===== src/sv/indexed_shift_list_macros.svh =====
// assertion macros for the indexed shift list
// used by indexed_shift_list.sv; expects aclk and aresetn in scope
`ifndef INDEXED_SHIFT_LIST_MACROS_SVH
`define INDEXED_SHIFT_LIST_MACROS_SVH

// property that must hold in the same cycle as its trigger
`define ISL_ASSERT_NOW(label, trig, prop) \
    label: assert property (@(posedge aclk) disable iff (!aresetn) (trig) |-> (prop)) \
        else $error("indexed_shift_list check failed");

// property that must hold in the cycle after its trigger
`define ISL_ASSERT_NEXT(label, trig, prop) \
    label: assert property (@(posedge aclk) disable iff (!aresetn) (trig) |=> (prop)) \
        else $error("indexed_shift_list check failed");

`endif


===== src/sv/isl_pkg.sv =====
// shared constants, codes and types of the indexed shift list
// no dependencies; used by isl_cell.sv and indexed_shift_list.sv
package isl_pkg;

    // list geometry
    localparam int CAPACITY      = 64;
    localparam int ELEMENT_WIDTH = 32;

    // fixed field widths of the stream payload
    localparam int CMD_W     = 2;
    localparam int POS_W     = 6;
    localparam int IN_ELEM_W = 32;
    localparam int COUNT_W   = 7;
    localparam int STATUS_W  = 2;

    // derived widths
    localparam int CNT_W   = $clog2(CAPACITY + 1);
    localparam int CMP_W   = (CNT_W > POS_W) ? CNT_W : POS_W;
    localparam int STORE_W = (ELEMENT_WIDTH < IN_ELEM_W) ? ELEMENT_WIDTH : IN_ELEM_W;

    localparam int S_FIELDS_W = CMD_W + POS_W + IN_ELEM_W;
    localparam int S_TDATA_W  = ((S_FIELDS_W + 7) / 8) * 8;
    localparam int M_FIELDS_W = IN_ELEM_W + COUNT_W + STATUS_W;
    localparam int M_TDATA_W  = ((M_FIELDS_W + 7) / 8) * 8;

    // command codes
    localparam logic [CMD_W-1:0] CMD_APPEND = 2'd0;
    localparam logic [CMD_W-1:0] CMD_INSERT = 2'd1;
    localparam logic [CMD_W-1:0] CMD_DELETE = 2'd2;
    localparam logic [CMD_W-1:0] CMD_READ   = 2'd3;

    // status codes
    localparam logic [STATUS_W-1:0] STATUS_OK        = 2'd0;
    localparam logic [STATUS_W-1:0] STATUS_BAD_INDEX = 2'd1;
    localparam logic [STATUS_W-1:0] STATUS_FULL      = 2'd2;

    typedef logic [STORE_W-1:0] elem_t;
    typedef logic [CMP_W-1:0]   cmp_t;

    // broadcast control from the front end to every cell
    typedef struct packed {
        logic              upd;   // accepted and allowed request
        logic [CMD_W-1:0]  cmd;
        cmp_t              pos;
        cmp_t              fill;
        elem_t             value;
    } ctl_t;

endpackage


===== src/sv/isl_cell.sv =====
// one storage cell of the indexed shift list
// depends on isl_pkg; instantiated in a row by indexed_shift_list
module isl_cell (
    input  logic           aclk,
    input  isl_pkg::cmp_t  idx,       // place of this cell in the row
    input  isl_pkg::ctl_t  ctl,
    input  isl_pkg::elem_t left_val,  // value of the cell below
    input  isl_pkg::elem_t right_val, // value of the cell above
    output isl_pkg::elem_t cur_val,
    output isl_pkg::elem_t rd_val     // own value when addressed, else zero
);

    isl_pkg::elem_t val_reg;
    isl_pkg::elem_t val_next;

    // next value from the shared request
    always_comb begin
        val_next = val_reg;
        if (ctl.upd) begin
            unique case (ctl.cmd)
                isl_pkg::CMD_APPEND: begin
                    if (idx == ctl.fill) val_next = ctl.value;
                end
                isl_pkg::CMD_INSERT: begin
                    if (idx == ctl.pos) val_next = ctl.value;
                    else if (idx > ctl.pos) val_next = left_val;
                end
                isl_pkg::CMD_DELETE: begin
                    if (idx >= ctl.pos) val_next = right_val;
                end
                isl_pkg::CMD_READ: begin
                    val_next = val_reg;
                end
                default: begin
                    val_next = val_reg;
                end
            endcase
        end
    end

    // element storage, no reset
    always_ff @(posedge aclk) begin
        val_reg <= val_next;
    end

    assign cur_val = val_reg;
    assign rd_val  = (idx == ctl.pos) ? val_reg : '0;

endmodule


===== config.mk =====
export PLATFORM = sky130hd
export DESIGN_NAME = isl_cell
export DESIGN_NICKNAME = d
export VERILOG_FILES = /design/src/sv/indexed_shift_list_macros.svh /design/src/sv/isl_pkg.sv /design/src/sv/isl_cell.sv
export SDC_FILE = /design/constraint.sdc
export NUM_CORES = 1
export LEC_CHECK = 0
export BUFFER_PORTS_ARGS = -buffer_cell sky130_fd_sc_hd__buf_2
export CORE_MARGIN = 8
export CORE_UTILIZATION = 42
export CTS_BUF_LIST = sky130_fd_sc_hd__clkbuf_4
export DETAILED_ROUTE_END_ITERATION = 12
export PLACE_DENSITY_LB_ADDON = 0.15
export RECOVER_POWER = 25
export SLEW_MARGIN = 10
export SYNTH_ARGS = -nofsm -noshare
export SYNTH_HDL_FRONTEND = slang
export SYNTH_SLANG_ARGS = --single-unit

===== constraint.sdc =====
create_clock -name aclk -period 5.9 [get_ports aclk]
set_input_delay 1.18 -clock aclk [delete_from_list [all_inputs] [get_ports aclk]]
set_output_delay 1.18 -clock aclk [all_outputs]
set_load 0.01 [all_outputs]

* After elaboration in Yosys (flattened, before gate mapping) *
Cells that the tools add are included.

storage, ports and cells
  flip-flop bits (word level) = 32
  latch bits = 0
  memory bits (writable) = 0
  bits in read-only memories = 0
  input port bits = 121
  output and inout bits = 64
  word-level logic and storage cells = 20
  memories = 0

operators by class
  $add $sub $neg = 0
  multipliers = 0
  div/mod/pow operators = 0
  $lt $le $gt $ge = 2
  eq/ne operators = 8
  shifts and indexed selects = 0
  multiplexer cells = 6
  bitwise gates (word level) = 1
  reductions and logical operators = 2

operator list
  operator            count
  $mux 32             5
  $pmux 32 s3         1
  $eq 7x7->1          2
  $ge 7x7->1          1
  $gt 7x7->1          1
  $reduce_and 5->1    1
  $eq 2x2->1 const B  2
  $ne 2x2->1 const B  2
  $ne 3x3->1 const B  1
  $eq 2x1->1 const B  1
  $logic_not 2->1     1
  $not 1->1           1

* Longest topological paths before layout *
Gate-level depths: netlist of run 1.

  depth in word-level cells = 4
  depth in mapped cells = 9

* Least setup slack after synthesis of run 1 *
No wires, ideal clock.

  path kind = input port to flip-flop
  start point = input ctl[45] in the netlist's numbering
  end point = register val_reg[0], in the netlist cur_val[0] (enable)
  arrival time = 4.985 ns
  data required time = 5.398 ns
  path slack = 0.413 ns
  stages = 6
  buffers on the path = 1
  cell sequence = inv_1 -> ha_1 -> and4_1 -> buf_6 -> a21oi_1 -> nor4bb_1

on the way
  word-level cells in the longest chain between the ends = 3
  elaborated cells between the ends (all ways) = 6
  those cells by class = order compare (2); eq/ne (3); reduce/logical (1)

RTL lines
  item                                                       RTL line        text
  from (decl)                                                isl_cell.sv:6   input isl_pkg::ctl_t ctl,
  $gt 7x7->1, or another cell as far along                   isl_cell.sv:26  else if (idx > ctl.pos) val_next = left_val;
  $ne 3x3->1 (no line) / $ne 2x2->1 (equally long branches)  n/a
  $reduce_and 5->1 (no line) (*)                             n/a
  to (signal assigned)                                       isl_cell.sv:43  val_reg <= val_next;
  to (decl)                                                  isl_cell.sv:13  isl_pkg::elem_t val_reg;

Mark *: on every way between the ends. The rest lies on a longest branch, timed or not.
A chain may end at the register's enable or synchronous reset.

* Final worst setup path of run 1 *
  start point = input idx[6]
  end point = output rd_val[0]

on the way
  word-level cells in the longest chain between the ends = 2

RTL lines
  item         RTL line        text
  from (decl)  isl_cell.sv:5   input isl_pkg::cmp_t idx,
  $eq 7x7->1   isl_cell.sv:47  assign rd_val = (idx == ctl.pos) ? val_reg : '0;
  $mux 32      isl_cell.sv:47
  to (decl)    isl_cell.sv:10  output isl_pkg::elem_t rd_val

Every way passes these cells.

==> metrics.txt, run 1 <==
# TYPE chip_impl_metric gauge
chip_impl_metric{name="finalNetCount",unit=""} 534
chip_impl_metric{name="floorplan.die.width",unit="um"} 92.9
chip_impl_metric{name="max_ffs_per_register",unit=""} 32
chip_impl_metric{name="cts.reportedPaths.clkPinSlew",unit="ns"} 0.09
chip_impl_metric{name="cap_violations",unit=""} 0
chip_impl_metric{name="fin_hold_ws",unit="ns"} 1.14
chip_impl_metric{name="power_frac_clock",unit="%"} 19.0
chip_impl_metric{name="diodes",unit=""} 0
chip_impl_info{name="worst_hold_path_type",value="input port to register"} 1
chip_impl_metric{name="globalRouteOverflowTotal",unit=""} 0
chip_impl_metric{name="fp.dieH",unit="um"} 92.9
chip_impl_metric{name="core_area",unit="um2"} 5820
chip_impl_metric{name="power.density",unit="nW/um2"} 177
chip_impl_metric{name="antenna_violating_nets_post_route",unit=""} 0
chip_impl_metric{name="placement.setup.worst_slack",unit="ns"} 1.79
chip_impl_metric{name="std_cell_rows",unit=""} 28
chip_impl_metric{name="vias",unit=""} 2625
chip_impl_info{name="layout.cells.most_common_list",value="sky130_fd_sc_hd__buf_2, sky130_fd_sc_hd__and3_1, sky130_fd_sc_hd__edfxtp_1, sky130_fd_sc_hd__clkbuf_1, sky130_fd_sc_hd__a221o_1"} 1
chip_impl_info{name="tritoncts",value="built"} 1
chip_impl_metric{name="synth_cell_types",unit=""} 27
chip_impl_metric{name="max-vdd-ir-drop",unit="uV"} 77.2
chip_impl_metric{name="synth.ff_latch_count",unit=""} 32
chip_impl_metric{name="avgRoutedWirePerCell",unit="um"} 18.5
chip_impl_metric{name="synth.avg_cell_area",unit="um2"} 10.6
chip_impl_metric{name="cts_inserted_buffers",unit=""} 5
chip_impl_metric{name="grt_start_max_net_pins",unit=""} 36
chip_impl_metric{name="layout.cell_area.non_filler",unit="um2"} 3390
chip_impl_info{name="setup_repair_after_global_routing_missed_its_margin",value="no"} 1
chip_impl_metric{name="slew_viol_final",unit=""} 0
chip_impl_metric{name="area_growth_syn_to_layout",unit="%"} 36.3
chip_impl_metric{name="synth_cells",unit=""} 235
chip_impl_metric{name="tns",unit="ns"} 0
chip_impl_metric{name="critPathRequiredTime",unit="ns"} 4.72
chip_impl_metric{name="setup_slack",unit="ns"} 1.79
chip_impl_metric{name="h-tree-depth",unit=""} 2
chip_impl_metric{name="die-area",unit="um2"} 8640
chip_impl_metric{name="vias_per_cell",unit=""} 5.50
chip_impl_info{name="cts.root.buffer_cell",value="sky130_fd_sc_hd__clkbuf_4"} 1
chip_impl_metric{name="drive_gt1_share",unit="%"} 42.3
chip_impl_metric{name="data_arrival_at_the_endpoint_of_the_critical_path",unit="ns"} 2.93
chip_impl_metric{name="syn-num-nets",unit=""} 367
chip_impl_metric{name="min_period_over_period",unit="%"} 69.6
chip_impl_metric{name="max_slew_margin",unit="%"} 33.2
chip_impl_metric{name="clock_tree.buffer_depth",unit=""} 2
chip_impl_metric{name="finalSetupViolCount",unit=""} 0
chip_impl_metric{name="cts_hold_buffers",unit=""} 0
chip_impl_metric{name="final_hold_viol_count",unit=""} 0
chip_impl_metric{name="power_frac_seq",unit="%"} 49.0
chip_impl_metric{name="grt_antenna_before_repair",unit=""} 0
chip_impl_metric{name="drcViolationCount",unit=""} 0
chip_impl_metric{name="total_power",unit="mW"} 0.601
chip_impl_metric{name="place.gp.congestion",unit=""} 0.776
chip_impl_info{name="layout_commonest_cell",value="sky130_fd_sc_hd__buf_2"} 1
chip_impl_metric{name="groute.usage.overall",unit="%"} 19.2
chip_impl_metric{name="internal_power",unit="mW"} 0.414
chip_impl_metric{name="detailedRoute.firstPassIterationCount",unit=""} 4
chip_impl_metric{name="timing.final.crit_period",unit="ns"} 4.11
chip_impl_metric{name="fmax",unit="MHz"} 244
chip_impl_metric{name="cp_max_fo",unit=""} 35
chip_impl_metric{name="detailed_route_wl",unit="um"} 8800
chip_impl_metric{name="vias_in_the_first_global_route",unit=""} 2673
chip_impl_metric{name="syn_area",unit="um2"} 2490
chip_impl_metric{name="share_of_total_power_consumed_by_net_switching",unit="%"} 31.1
chip_impl_metric{name="synth.yosys.seq_area_share",unit="%"} 38.7
chip_impl_metric{name="grt_pass1_wl",unit="um"} 13300
chip_impl_metric{name="power_leakage",unit="nW"} 1.85
chip_impl_metric{name="yosys_warnings",unit=""} 0
chip_impl_metric{name="pin_count",unit=""} 185
chip_impl_metric{name="power.net_switching",unit="mW"} 0.187
chip_impl_info{name="critical_path_class",value="input port to output pin"} 1
chip_impl_metric{name="clock_sinks",unit=""} 32
chip_impl_metric{name="combinationalPowerShare",unit="%"} 32.1
chip_impl_metric{name="detailedPlacementHpwl",unit="um"} 6530
chip_impl_metric{name="post_cts.repair.setup_buffers",unit=""} 0
chip_impl_metric{name="transition_at_the_pin_with_the_smallest_max_transition_slack",unit="ns"} 1.00
chip_impl_info{name="worst_setup_path_start_kind",value="input port"} 1
chip_impl_metric{name="placed_area",unit="um2"} 3380
chip_impl_info{name="timing.critical_path.to_type",value="output pin"} 1
chip_impl_metric{name="io_buffers",unit=""} 184
chip_impl_metric{name="drtIter0Drc",unit=""} 149
chip_impl_metric{name="cts-resized-gates",unit=""} 0
chip_impl_info{name="status",value="complete, no violations"} 1
chip_impl_metric{name="initial_core_util",unit="%"} 42.7
chip_impl_metric{name="filler_cell_count",unit=""} 567
power groups by stage:
stage               Combinational (mW)  Sequential (mW)  Clock (mW)
global placement                 0.198            0.297           0
global route                     0.212            0.298       0.129
finish                           0.193            0.294       0.114
CTS                              0.201            0.294       0.120
detailed placement               0.201            0.299           0
floorplan                       0.0970            0.311           0
critical path: stages:
cell and delay [ns]:
sky130_fd_sc_hd__buf_2 0.11, sky130_fd_sc_hd__ha_1 0.30, sky130_fd_sc_hd__and4_1 0.85, sky130_fd_sc_hd__and3_2 0.33, sky130_fd_sc_hd__buf_2 0.13
layer usage:
| layer | part of all wire [%] | track usage [%] | wire length, um | vias up |
|---|---|---|---|---|
| li1 | - | - | - | 1280 |
| met1 | 39 | 21.3 | 3470 | 1213 |
| met2 | 52 | 35.0 | 4540 | 123 |
| met3 | 7.7 | 4.94 | 675 | 9 |
| met4 | 1.3 | 5.50 | 117 | 0 |
| met5 | 0 | 0 | 0 | - |
layout make-up:
class	instances	area (um2)	area share [%]
multi-input cells	164	1340	39.5
inverters	11	41.3	1.22
clock inverters	2	7.51	0.221
repair buffers	188	911	26.9
well taps	75	93.8	2.77
flip-flops and latches	32	961	28.3
clock buffers	5	37.5	1.11
worst paths after layout:
path	from	endpoint	cells past startpoint
worst max-delay path	idx[6]	rd_val[0]	5
worst min-delay path	ctl[14]	cur_val[14]$_DFFE_PP_	2
cell usage after synthesis:
cell type	instances	area (um2)
sky130_fd_sc_hd__and3_1	61	382
sky130_fd_sc_hd__edfxtp_1	32	961
sky130_fd_sc_hd__a221o_1	31	310
sky130_fd_sc_hd__a22o_1	29	254
sky130_fd_sc_hd__clkbuf_1	19	71.3
sky130_fd_sc_hd__ha_1	11	138
sky130_fd_sc_hd__inv_1	11	41.3
sky130_fd_sc_hd__a21oi_1	4	20.0
sky130_fd_sc_hd__nand2_1	4	15.0
sky130_fd_sc_hd__xnor2_1	4	35.0
sky130_fd_sc_hd__a22o_2	3	30.0
sky130_fd_sc_hd__buf_2	3	15.0
sky130_fd_sc_hd__buf_6	3	33.8
sky130_fd_sc_hd__buf_8	3	45.0
sky130_fd_sc_hd__xor2_1	3	26.3
sky130_fd_sc_hd__and3_2	2	15.0
sky130_fd_sc_hd__o21ai_0	2	10.0
sky130_fd_sc_hd__a21o_1	1	7.51
sky130_fd_sc_hd__a2bb2oi_1	1	8.76
sky130_fd_sc_hd__and2_4	1	8.76
sky130_fd_sc_hd__and3_4	1	11.3
sky130_fd_sc_hd__and4_1	1	8.76
sky130_fd_sc_hd__nand4_1	1	6.26
sky130_fd_sc_hd__nor2b_1	1	6.26
sky130_fd_sc_hd__nor4bb_1	1	10.0
sky130_fd_sc_hd__o211ai_1	1	7.51
sky130_fd_sc_hd__o41ai_1	1	8.76
cells by family (layout without fill, tap and decap cells):
kind of cell               Yosys count  in the layout  share of synthesized area [%]
buffers and inverters               39            206                           8.30
adders and majority gates           11             11                           5.54
and+or+nand+nor                     73             73                           18.6
AOI/OAI and AO/OA                   73             73                           26.4
xor gates and xnor gates             7              7                           2.47
DFF                                 32             32                           38.7
metrics by stage:
stage | instances | util [%]
final | 477 | 58.3
after detailed placement | 470 | 58.2
after global routing | 477 | 58.3
after floorplan | 235 | -
after CTS | 477 | 59.0
after global placement | 470 | 58.2
No activity file was read; power rests on OpenSTA's default activity.
==> run 2, diff against run 1 <==
--- a/config.mk
+++ b/config.mk
@@ -5,9 +5,10 @@
 export SDC_FILE = /design/constraint.sdc
 export NUM_CORES = 1
 export LEC_CHECK = 0
+export ABC_AREA = 1
 export BUFFER_PORTS_ARGS = -buffer_cell sky130_fd_sc_hd__buf_2
 export CORE_MARGIN = 8
-export CORE_UTILIZATION = 42
+export CORE_UTILIZATION = 40
 export CTS_BUF_LIST = sky130_fd_sc_hd__clkbuf_4
 export DETAILED_ROUTE_END_ITERATION = 12
 export PLACE_DENSITY_LB_ADDON = 0.15
==> constraint.sdc (replaced) <==
create_clock -name aclk -period 3.4 [get_ports aclk]
set_input_delay 0.68 -clock aclk [delete_from_list [all_inputs] [get_ports aclk]]
set_output_delay 0.68 -clock aclk [all_outputs]
set_load 0.01 [all_outputs]
==> metrics.txt, run 2 <==
# TYPE chip_impl_metric gauge
chip_impl_info{name="status",value="complete, no violations"} 1
chip_impl_metric{name="die-area",unit="um2"} 10100
chip_impl_metric{name="grt_antenna_before_repair",unit=""} 1
chip_impl_metric{name="cp_max_fo",unit=""} 64
chip_impl_metric{name="placed_area",unit="um2"} 3830
chip_impl_info{name="layout_commonest_cell",value="sky130_fd_sc_hd__buf_2"} 1
chip_impl_metric{name="sequential_cell_area",unit="um2"} 961
chip_impl_info{name="synth.top_cells.by_area",value="sky130_fd_sc_hd__edfxtp_1, sky130_fd_sc_hd__a21oi_1, sky130_fd_sc_hd__inv_1"} 1
chip_impl_metric{name="grt_met2_usage",unit="%"} 34.9
chip_impl_info{name="netlist_top_cells_count",value="sky130_fd_sc_hd__inv_1, sky130_fd_sc_hd__nor2_1, sky130_fd_sc_hd__a21oi_1"} 1
chip_impl_metric{name="cts.reportedPaths.clkPinSlew",unit="ns"} 0.11
chip_impl_info{name="worst_hold_path_type",value="input port to register"} 1
chip_impl_metric{name="vias",unit=""} 3324
chip_impl_info{name="worst_setup_path_start_kind",value="input port"} 1
chip_impl_metric{name="cts_inserted_buffers",unit=""} 5
chip_impl_info{name="post-synth-top-count-cell",value="sky130_fd_sc_hd__inv_1"} 1
chip_impl_metric{name="critPathRequiredTime",unit="ns"} 2.72
chip_impl_metric{name="cts-resized-gates",unit=""} 0
chip_impl_metric{name="fmax",unit="MHz"} 359
chip_impl_metric{name="synth.yosys.seq_area_share",unit="%"} 33.7
chip_impl_metric{name="drcViolationCount",unit=""} 0
chip_impl_metric{name="floorplan.die.width",unit="um"} 100
chip_impl_metric{name="groute.usage.overall",unit="%"} 19.3
chip_impl_metric{name="std_cell_rows",unit=""} 30
chip_impl_metric{name="synth.avg_cell_area",unit="um2"} 6.68
chip_impl_metric{name="drtIter0Drc",unit=""} 160
chip_impl_metric{name="synth_cell_types",unit=""} 17
chip_impl_metric{name="filler_cell_count",unit=""} 721
chip_impl_metric{name="fp.dieH",unit="um"} 100
chip_impl_metric{name="asr_flop_ratio_synth",unit="%"} 0
chip_impl_metric{name="clock_sinks",unit=""} 32
chip_impl_metric{name="power.net_switching",unit="mW"} 0.382
chip_impl_info{name="timing.critical_path.to_type",value="output pin"} 1
chip_impl_metric{name="synth.ff_latch_count",unit=""} 32
chip_impl_metric{name="finalSetupViolCount",unit=""} 0
chip_impl_metric{name="post_cts.repair.setup_buffers",unit=""} 0
chip_impl_metric{name="pin_count",unit=""} 185
chip_impl_metric{name="detailed_route_wl",unit="um"} 10200
chip_impl_metric{name="syn-num-nets",unit=""} 559
chip_impl_metric{name="syn_area",unit="um2"} 2850
chip_impl_metric{name="tns",unit="ns"} 0
chip_impl_metric{name="cell_count_final_fillers_out",unit=""} 695
chip_impl_metric{name="finalNetCount",unit=""} 731
chip_impl_info{name="grt_most_used_layer",value="met2"} 1
chip_impl_metric{name="total_power",unit="mW"} 1.11
chip_impl_metric{name="min_period_over_period",unit="%"} 82.0
chip_impl_info{name="setup_repair_after_global_routing_missed_its_margin",value="no"} 1
chip_impl_info{name="tritoncts",value="built"} 1
chip_impl_metric{name="placed_cells_incl_taps",unit=""} 688
chip_impl_metric{name="max_ffs_per_register",unit=""} 32
chip_impl_metric{name="placement.setup.worst_slack",unit="ns"} 0.621
chip_impl_metric{name="final_hold_viol_count",unit=""} 0
chip_impl_metric{name="slew_viol_final",unit=""} 0
chip_impl_metric{name="internal_power",unit="mW"} 0.729
chip_impl_metric{name="power_leakage",unit="nW"} 2.17
chip_impl_metric{name="diodes",unit=""} 0
chip_impl_metric{name="synth_enable_flop_cells",unit=""} 32
chip_impl_metric{name="core_area",unit="um2"} 6830
chip_impl_metric{name="h-tree-depth",unit=""} 2
chip_impl_metric{name="grt_start_max_net_pins",unit=""} 65
chip_impl_metric{name="layout.cell_area.non_filler",unit="um2"} 3840
chip_impl_info{name="layout.cells.most_common_list",value="sky130_fd_sc_hd__buf_2, sky130_fd_sc_hd__inv_1, sky130_fd_sc_hd__nor2_1, sky130_fd_sc_hd__a21oi_1, sky130_fd_sc_hd__nand2_1"} 1
chip_impl_metric{name="data_arrival_at_the_endpoint_of_the_critical_path",unit="ns"} 2.11
chip_impl_metric{name="antenna_violating_nets_post_route",unit=""} 0
chip_impl_metric{name="multi_input_area",unit="um2"} 1440
chip_impl_metric{name="max_slew_margin",unit="%"} 54.0
chip_impl_metric{name="yosys_warnings",unit=""} 0
chip_impl_metric{name="synth_cells",unit=""} 427
chip_impl_metric{name="vias_per_cell",unit=""} 4.78
chip_impl_metric{name="place.gp.congestion",unit=""} 0.840
chip_impl_metric{name="timing.final.crit_period",unit="ns"} 2.79
chip_impl_metric{name="globalRouteOverflowTotal",unit=""} 0
chip_impl_metric{name="combinationalPowerShare",unit="%"} 33.3
chip_impl_info{name="cts.root.buffer_cell",value="sky130_fd_sc_hd__clkbuf_4"} 1
chip_impl_info{name="yosys.area.top_type",value="sky130_fd_sc_hd__edfxtp_1"} 1
chip_impl_metric{name="grt_pass1_wl",unit="um"} 15800
chip_impl_metric{name="clock_tree.buffer_depth",unit=""} 2
chip_impl_metric{name="synth.top_cell.area_share",unit="%"} 33.7
chip_impl_metric{name="power_frac_seq",unit="%"} 46.8
chip_impl_metric{name="avgRoutedWirePerCell",unit="um"} 14.7
chip_impl_metric{name="detailedRoute.firstPassIterationCount",unit=""} 6
chip_impl_metric{name="globalRouteMet1Util",unit="%"} 21.7
chip_impl_metric{name="initial_core_util",unit="%"} 41.7
chip_impl_metric{name="area_growth_syn_to_layout",unit="%"} 34.6
chip_impl_metric{name="cts_hold_buffers",unit=""} 0
chip_impl_metric{name="vias_in_the_first_global_route",unit=""} 3375
chip_impl_metric{name="final_core_util",unit="%"} 56.2
chip_impl_metric{name="globalRouteMet3Util",unit="%"} 5.12
chip_impl_info{name="synth_top_flop_cell",value="sky130_fd_sc_hd__edfxtp_1"} 1
chip_impl_metric{name="max-vdd-ir-drop",unit="uV"} 129
chip_impl_metric{name="io_buffers",unit=""} 184
chip_impl_metric{name="share_of_total_power_consumed_by_net_switching",unit="%"} 34.3
chip_impl_metric{name="detailedPlacementHpwl",unit="um"} 7490
chip_impl_metric{name="cap_violations",unit=""} 0
chip_impl_metric{name="setup_slack",unit="ns"} 0.612
chip_impl_metric{name="power.density",unit="nW/um2"} 289
chip_impl_info{name="critical_path_class",value="input port to output pin"} 1
chip_impl_metric{name="power_frac_clock",unit="%"} 19.8
chip_impl_metric{name="fin_hold_ws",unit="ns"} 0.667
chip_impl_metric{name="transition_at_the_pin_with_the_smallest_max_transition_slack",unit="ns"} 0.690
chip_impl_metric{name="drive_gt1_share",unit="%"} 28.7
-- run 2: cell count changes after synthesis, moves of 29 or more --
cell and delta:
sky130_fd_sc_hd__nand3b_1 +33, sky130_fd_sc_hd__nand3_1 +35, sky130_fd_sc_hd__and3_1 -61, sky130_fd_sc_hd__a22o_1 -29, sky130_fd_sc_hd__a21oi_1 +62, sky130_fd_sc_hd__a221o_1 -31, sky130_fd_sc_hd__nand2_1 +53, sky130_fd_sc_hd__nor2_1 +74
sky130_fd_sc_hd__inv_1 +76
-- run 2: cells by family (layout without fill, tap and decap cells) --
| logic type | Yosys count | after routing | share of synthesized area (%) |
|---|---|---|---|
| adders and majority gates | 11 | 11 | 4.83 |
| xor gates and xnor gates | 1 | 1 | 0.307 |
| and+or+nand+nor | 202 | 202 | 33.4 |
| buffers and inverters | 115 | 287 | 16.2 |
| AOI/OAI and AO/OA | 66 | 66 | 11.6 |
| DFF | 32 | 32 | 33.7 |
-- run 2: per-layer routing --
metal | share of wire, % | vias up
met3 | 9.2 | 13
met1 | 40 | 1460
met5 | 0.13 | -
li1 | - | 1688
met2 | 50 | 161
met4 | 1.4 | 2
-- run 2: cell type report --
class | instances | area share [%]
multi-input cells | 280 | 37.4
flip-flops and latches | 32 | 25.0
repair buffers | 192 | 24.5
well taps | 96 | 3.13
inverters | 88 | 8.60
clock inverters | 1 | 0.130
clock buffers | 6 | 1.17
-- run 2: worst paths after layout --
kind | start | endpoint | slack [ns] | cells after the start
min | ctl[19] | cur_val[19]$_DFFE_PP_ | 0.67 | 3
max | idx[4] | rd_val[30] | 0.61 | 7
-- run 2: critical path, cell delays in order --
cell,delay [ns]
sky130_fd_sc_hd__buf_2,0.11
sky130_fd_sc_hd__ha_1,0.29
sky130_fd_sc_hd__nand2_1,0.12
sky130_fd_sc_hd__nor2_8,0.12
sky130_fd_sc_hd__nand2_4,0.34
sky130_fd_sc_hd__nor2_1,0.23
sky130_fd_sc_hd__buf_2,0.16
-- run 2: power by group through the flow --
stage	clock network [mW]	registers, mW	logic, mW
6_report	0.221	0.520	0.370
5_1_grt	0.240	0.526	0.416
4_1_cts	0.225	0.519	0.384
3_5_place_dp	0	0.528	0.383
3_3_place_gp	0	0.526	0.376
2_1_floorplan	0	0.546	0.190
